[src/smsd_pkg.sv]
//------------------------------------------------------------------------------
// smsd_pkg
// Shared types and constants of the sample mean and deviation block.
//------------------------------------------------------------------------------
`default_nettype none
package smsd_pkg;

	localparam int SAMPLE_WIDTH = 32;
	localparam int MAX_SAMPLES  = 1024;
	localparam int DIV_W        = 2 * SAMPLE_WIDTH;

	typedef enum logic [1:0] {
		STATUS_OK      = 2'd0,
		STATUS_SINGLE  = 2'd1,
		STATUS_DROPPED = 2'd2
	} status_code_t;

	typedef enum logic [3:0] {
		ST_LOAD,
		ST_MEAN_START,
		ST_MEAN_WAIT,
		ST_PASS,
		ST_DRAIN,
		ST_VAR_START,
		ST_VAR_WAIT,
		ST_SQRT,
		ST_DONE
	} state_t;

	typedef struct packed {
		logic load;
		logic div_start;
		logic div_var;
		logic mean_capture;
		logic pass_start;
		logic rd_en;
		logic sqrt_start;
		logic out_load;
	} cmd_t;

	typedef struct packed {
		logic div_done;
		logic div_busy;
		logic pass_last;
		logic pipe_empty;
		logic sqrt_done;
		logic count_one;
		logic out_busy;
	} stat_t;

endpackage
`default_nettype wire

[src/smsd_ctrl.sv]
//------------------------------------------------------------------------------
// smsd_ctrl
// Sequencer: load, mean division, deviation pass, variance, root, result.
//------------------------------------------------------------------------------
`default_nettype none
module smsd_ctrl (
	input  wire logic            clk,
	input  wire logic            arst_n,
	input  wire logic            in_valid,
	input  wire logic            in_last,
	output logic                 in_ready,
	input  wire smsd_pkg::stat_t stat,
	output smsd_pkg::cmd_t       cmd
);
	smsd_pkg::state_t state_q, state_nx;

	always_ff @(posedge clk or negedge arst_n) begin
		if (!arst_n)
			state_q <= smsd_pkg::ST_LOAD;
		else
			state_q <= state_nx;
	end

	always_comb begin
		state_nx = state_q;
		cmd      = '0;
		in_ready = 1'b0;
		case (state_q)
			smsd_pkg::ST_LOAD: begin
				in_ready = 1'b1;
				cmd.load = in_valid;
				if (in_valid && in_last)
					state_nx = smsd_pkg::ST_MEAN_START;
			end
			smsd_pkg::ST_MEAN_START: begin
				cmd.div_start = 1'b1;
				state_nx      = smsd_pkg::ST_MEAN_WAIT;
			end
			smsd_pkg::ST_MEAN_WAIT: begin
				if (stat.div_done) begin
					cmd.mean_capture = 1'b1;
					cmd.pass_start   = 1'b1;
					state_nx         = smsd_pkg::ST_PASS;
				end
			end
			smsd_pkg::ST_PASS: begin
				cmd.rd_en = 1'b1;
				if (stat.pass_last)
					state_nx = smsd_pkg::ST_DRAIN;
			end
			smsd_pkg::ST_DRAIN: begin
				if (stat.pipe_empty)
					state_nx = stat.count_one ? smsd_pkg::ST_DONE : smsd_pkg::ST_VAR_START;
			end
			smsd_pkg::ST_VAR_START: begin
				cmd.div_start = 1'b1;
				cmd.div_var   = 1'b1;
				state_nx      = smsd_pkg::ST_VAR_WAIT;
			end
			smsd_pkg::ST_VAR_WAIT: begin
				if (stat.div_done) begin
					cmd.sqrt_start = 1'b1;
					state_nx       = smsd_pkg::ST_SQRT;
				end
			end
			smsd_pkg::ST_SQRT: begin
				if (stat.sqrt_done)
					state_nx = smsd_pkg::ST_DONE;
			end
			smsd_pkg::ST_DONE: begin
				if (!stat.out_busy) begin
					cmd.out_load = 1'b1;
					state_nx     = smsd_pkg::ST_LOAD;
				end
			end
			default: state_nx = smsd_pkg::ST_LOAD;
		endcase
	end
endmodule
`default_nettype wire

[config.mk]
export PLATFORM = sky130hd
export DESIGN_NAME = smsd_ctrl
export DESIGN_NICKNAME = d
export VERILOG_FILES = /design/src/smsd_pkg.sv /design/src/smsd_ctrl.sv
export SDC_FILE = /design/constraint.sdc
export NUM_CORES = 1
export LEC_CHECK = 0
export CORE_MARGIN = 1.5
export CORE_UTILIZATION = 30
export DETAILED_ROUTE_END_ITERATION = 12
export DONT_BUFFER_PORTS = 1
export PLACE_DENSITY = 0.54
export SKIP_CTS_REPAIR_TIMING = 1
export SYNTH_ARGS = -nofsm -noshare
export SYNTH_HDL_FRONTEND = slang
export SYNTH_SLANG_ARGS = --single-unit
[constraint.sdc]
create_clock -name clk -period 1.5 [get_ports clk]
set_clock_uncertainty 0.05 [all_clocks]
set_input_delay 0.225 -clock clk [delete_from_list [all_inputs] [get_ports clk]]
set_output_delay 0.225 -clock clk [all_outputs]
set_load 0.005 [all_outputs]
=== Yosys cells after proc, flatten, opt, wreduce, memory -nomap -nowiden ===
Index checks and enable logic that the tools add are counted.

* Eq/ne operators: 15
* Mux-type cells: 20
* Reductions and logical operators: 4

{| class="wikitable"
|+ Operator list
! kind !! number
|-
| 4-bit one-hot mux with 9 select lines || 1
|-
| 4-bit 2-to-1 mux || 8
|-
| 4-bit by 3-bit equality test with 1-bit output, second input constant || 4
|-
| 2-bit != test, second input constant || 7
|-
| 1-bit 2-to-1 mux || 9
|-
| 4-bit by 2-bit equality test with 1-bit output, second input constant || 2
|-
| 7-bit AND reduction || 1
|-
| 4-bit by 1-bit equality test with 1-bit output, second input constant || 1
|-
| 4-bit equality test, second input constant || 1
|-
| 4-bit logical NOT || 1
|-
| 2-bit 2-to-1 mux || 2
|-
| 2-bit OR reduction || 1
|-
| 1-bit logical AND || 1
|}

* Bits in registers: 4
* Bits of input ports: 11
* Output and inout port bits: 9
* Logic and storage cells: 40

=== Longest topological paths before layout ===
* Depth in word-level cells: 3
* Mapped depth: 5
* Mapped depth without buffers: 4

=== Least setup slack after synthesis ===
Ideal clock, no wire load.

* Path type: register -> register
* From: register state_q[1]
* To: register state_q[3]
* Setup time: 121 ps
* Arrival time: 1257 ps
* Data required time: 1329 ps
* Setup slack: 73 ps
* Stages on the path, launching flop included: 6
* Path buffers: 1
* Clock period less this slack: 1427 ps
* Path through: dfrtp_1 buf_6 nor4b_4 a22oi_2 o211a_1 a22o_1

* Cells in the longest elaborated chain, start to end: 3
* Elaborated cells between the ends (all ways): 18
* Classes of those cells: eq/ne (15); mux (1); reduce/logical (2)

{| class="wikitable"
|+ Ends and longest elaborated chain
! what !! line !! source
|-
| start, declared || smsd_ctrl.sv:15 || <nowiki>smsd_pkg::state_t state_q, state_nx;</nowiki>
|-
| start signal, assigned || smsd_ctrl.sv:19 || <nowiki>state_q <= smsd_pkg::ST_LOAD;</nowiki>
|-
| start signal, assigned || smsd_ctrl.sv:21 || <nowiki>state_q <= state_nx;</nowiki>
|-
| 4-bit by 2-bit equality test with 1-bit output (tied with other cells) || smsd_ctrl.sv:28 || <nowiki>case (state_q)</nowiki>
|-
| 2-bit != test (no line) || - ||
|-
| 7-bit AND reduction (no line) || - ||
|}

Several ways; a longest one is shown, not always the timed one.
A chain may end at the register's enable or synchronous reset.

==> flow_metrics.env <==
export IMPL_fmax_mhz=625
export IMPL_design_die_area_um2=1700
export IMPL_clockBufferDepth=2
export IMPL_reg_largest_list="state_q x4"
export IMPL_coreArea_um2=1330
export IMPL_place_detailed_hpwl_um=742
export IMPL_holdPathStages=1
export IMPL_vdd_ir_drop_max_mv=1.15
export IMPL_timing_final_crit_period_ns=1.60
export IMPL_vias=439
export IMPL_final_setup_viol_count=6
export IMPL_grt_first_pass_wirelength_mm=1.55
export IMPL_synth_edff_count=0
export IMPL_rr_startpoint="state_q[1]$_DFFE_PN0P_"
export IMPL_synthDistinctLibCells=30
export IMPL_hold_viol=0
export IMPL_io_pins=20
export IMPL_drt_pass1_iter_count=4
export IMPL_drt_iter0_markers=10
export IMPL_post_synth_top_area_fraction_pct=22.8
export IMPL_seq_area_frac_synth_pct=22.8
export IMPL_largest_reg_flops=4
export IMPL_insertion_delay_ns=0.23
export IMPL_power_leakage_nw=0.267
export IMPL_fillCellCount=131
export IMPL_std_cell_rows=13
export IMPL_synth_flop_cell="dfrtp_1"
export IMPL_reg2reg_depth=5
export IMPL_grt_antenna_before_repair=0
export IMPL_synth_common_cells="buf_6 (4), dfrtp_1 (4), nand2_1 (3), nand3_1 (3), nor2_1 (3)"
export IMPL_synthesis_nets=60
export IMPL_timing_hold_worst_start="stat[0]"
export IMPL_io_buffer_count=0
export IMPL_crit_fanout=3
export IMPL_pin_count_of_the_biggest_net_entering_global_routing=11
export IMPL_drt_wl_total_mm=1.20
export IMPL_outcome="complete, but fails checks"
export IMPL_clockRootBuffer="clkbuf_4"
export IMPL_ctsHtreeMaxLevel=1
export IMPL_vias_per_cell=5.70
export IMPL_flow_area_growth_from_synthesis_pct=55.0
export IMPL_count_of_state_elements_after_synthesis=4
export IMPL_synthSimpleGateAreaFrac_pct=32.5
export IMPL_hold_worst_slack_ns=0.101
export IMPL_failed_checks="negative setup slack"
export IMPL_postSynth_asyncResetShare_pct=100
export IMPL_globalRouteTotalUtil_pct=14.9
export IMPL_first_global_vias=383
export IMPL_post_synth_instance_area_um2=439
export IMPL_synth_xor_xnor_area_share_pct=0
export IMPL_grt_setup_unrepaired="true"
export IMPL_worst_slack_ns=-0.0989
export IMPL_slew_headroom_pct=81.3
export IMPL_criticalPathCategory="reg2out"
export IMPL_register_with_the_most_flip_flops="state_q"
export IMPL_reg2reg_to="state_q[3]$_DFFE_PN0P_"
export IMPL_initial_core_util_pct=32.9
export IMPL_start_kind="register"
export IMPL_number_of_max_slew_violations_in_the_final_report=0
export IMPL_cts_sink_count=4
export IMPL_min_period_over_period_pct=107
export IMPL_combinational_family_with_the_most_area_after_synthesis="simple AND/OR/NAND/NOR gates"
export IMPL_worst_r2r_setup_slack_ns=-0.08
export IMPL_timing_max_cap_violations=0
export IMPL_gp_congestion=0.779
export IMPL_hold_path_end="state_q[3]$_DFFE_PN0P_"
export IMPL_yosysWarnings=0
export IMPL_critical_path_at_ns=1.32
export IMPL_post_layout_total_power_mw=1.64
export IMPL_yosys_area_top_type="dfrtp_1"
export IMPL_synth_top_cells_by_area="dfrtp_1 (23%), buf_6 (10%), nor4b_4 (5.4%)"
export IMPL_required_time_at_the_worst_slack_endpoint_ns=1.22
export IMPL_worst_setup_path_end_kind="output pin"
export IMPL_antenna_cells=0
export IMPL_post_synth_mux_area_share_pct=2.28
export IMPL_post_synth_cell_area_avg_um2=8.96
export IMPL_clkTransAtPathRegs_ns=0.04
export IMPL_power_per_cell_area_nw_per_um2=2420
export IMPL_layout_drive_gt1_share_pct=58.1
export IMPL_synth_compound_gate_area_share_pct=27.9
export IMPL_grt_remaining_overflow=0
export IMPL_die_w_um=41.3
export IMPL_layout_area_seq_um2=105
export IMPL_multi_input_area_um2=344
export IMPL_die_h_um=41.3
export IMPL_worstHoldPathType="in2reg"
export IMPL_drcViolationCount=0
export IMPL_synth_adder_area_share_pct=0
export IMPL_cts_inserted_buffers=3
export IMPL_synth_cells=49
export IMPL_wl_per_cell_um=15.6
export IMPL_tritoncts="built"
export IMPL_post_detailed_route_count_of_antenna_violating_nets=0
export IMPL_transition_time_of_the_tightest_slew_check_pin_ns=0.279
export IMPL_nets=75
export IMPL_pre_cts_setup_slack_ns=-0.0119
[how the worst max path moves through the flow]
stage	slack, ns	end	depth (start not counted)	from
after floorplan	0.07	state_q[3]$_DFFE_PN0P_	5	state_q[1]$_DFFE_PN0P_
after global placement	-0.01	state_q[1]$_DFFE_PN0P_	5	state_q[2]$_DFFE_PN0P_
after detailed placement	-0.01	state_q[1]$_DFFE_PN0P_	5	state_q[2]$_DFFE_PN0P_
after CTS	-0.19	cmd[2]	4	state_q[0]$_DFFE_PN0P_
after global routing	-0.14	cmd[7]	3	state_q[1]$_DFFE_PN0P_
final	-0.1	cmd[7]	3	state_q[1]$_DFFE_PN0P_
[layer usage]
layer	wire length, µm	vias to the layer above	track usage, %
li1	-	211	-
met1	441	209	17.5
met2	667	15	21.5
met3	59	4	3.80
met4	30	0	14.5
met5	0	-	0
[cell type report]
cell class	count	share of cell area, %
Clock buffer	3	3.31
Inverter	3	2.39
Multi-Input combinational cell	37	50.6
Sequential cell	4	15.4
Tap cell	15	2.76
Timing Repair Buffer	15	25.6
[cell families (layout without fill, tap and decap cells)]
family                 after synthesis  in the layout
buffers and inverters                8             21
AO/OA/AOI/OAI                       15             15
multiplexers                         1              1
flip-flops                           4              4
AND/OR/NAND/NOR                     21             21
[power breakdown]
| group | leakage, nW | switching, mW | total, mW | internal, mW |
|---|---|---|---|---|
| Sequential | 0.0443 | 0.110 | 0.286 | 0.176 |
| Clock | 0.0138 | 0.0427 | 0.132 | 0.0894 |
| Combinational | 0.209 | 0.559 | 1.23 | 0.667 |
| Total | 0.267 | 0.712 | 1.64 | 0.933 |
[placed cells by master (no fill, tap or decap), types with 2 or more instances in the layout]
master	count
buf_12	3
nor3_2	2
nor2_1	2
nor3b_1	2
dfrtp_2	4
clkbuf_4	3
o2111ai_1	2
nand3_1	2
nand2_1	3
a21oi_1	2
buf_4	9
[worst max-delay path: stages, from the launching register on]
cell     delay (ns)
dfrtp_2        0.45
nor4_4         0.34
buf_4          0.17
and2_4         0.13
[per-stage QoR]
stage,setup TNS (ns),cell area [µm²],util (%),cells
6_report,-0.393,681,51.0,77
5_1_grt,-0.903,681,51.0,77
4_1_cts,-0.672,513,38.5,70
3_5_place_dp,-0.0122,490,36.8,67
3_3_place_gp,-0.0138,490,36.8,67
2_1_floorplan,0,439,-,49
Power figures use the tool's default switching activity.
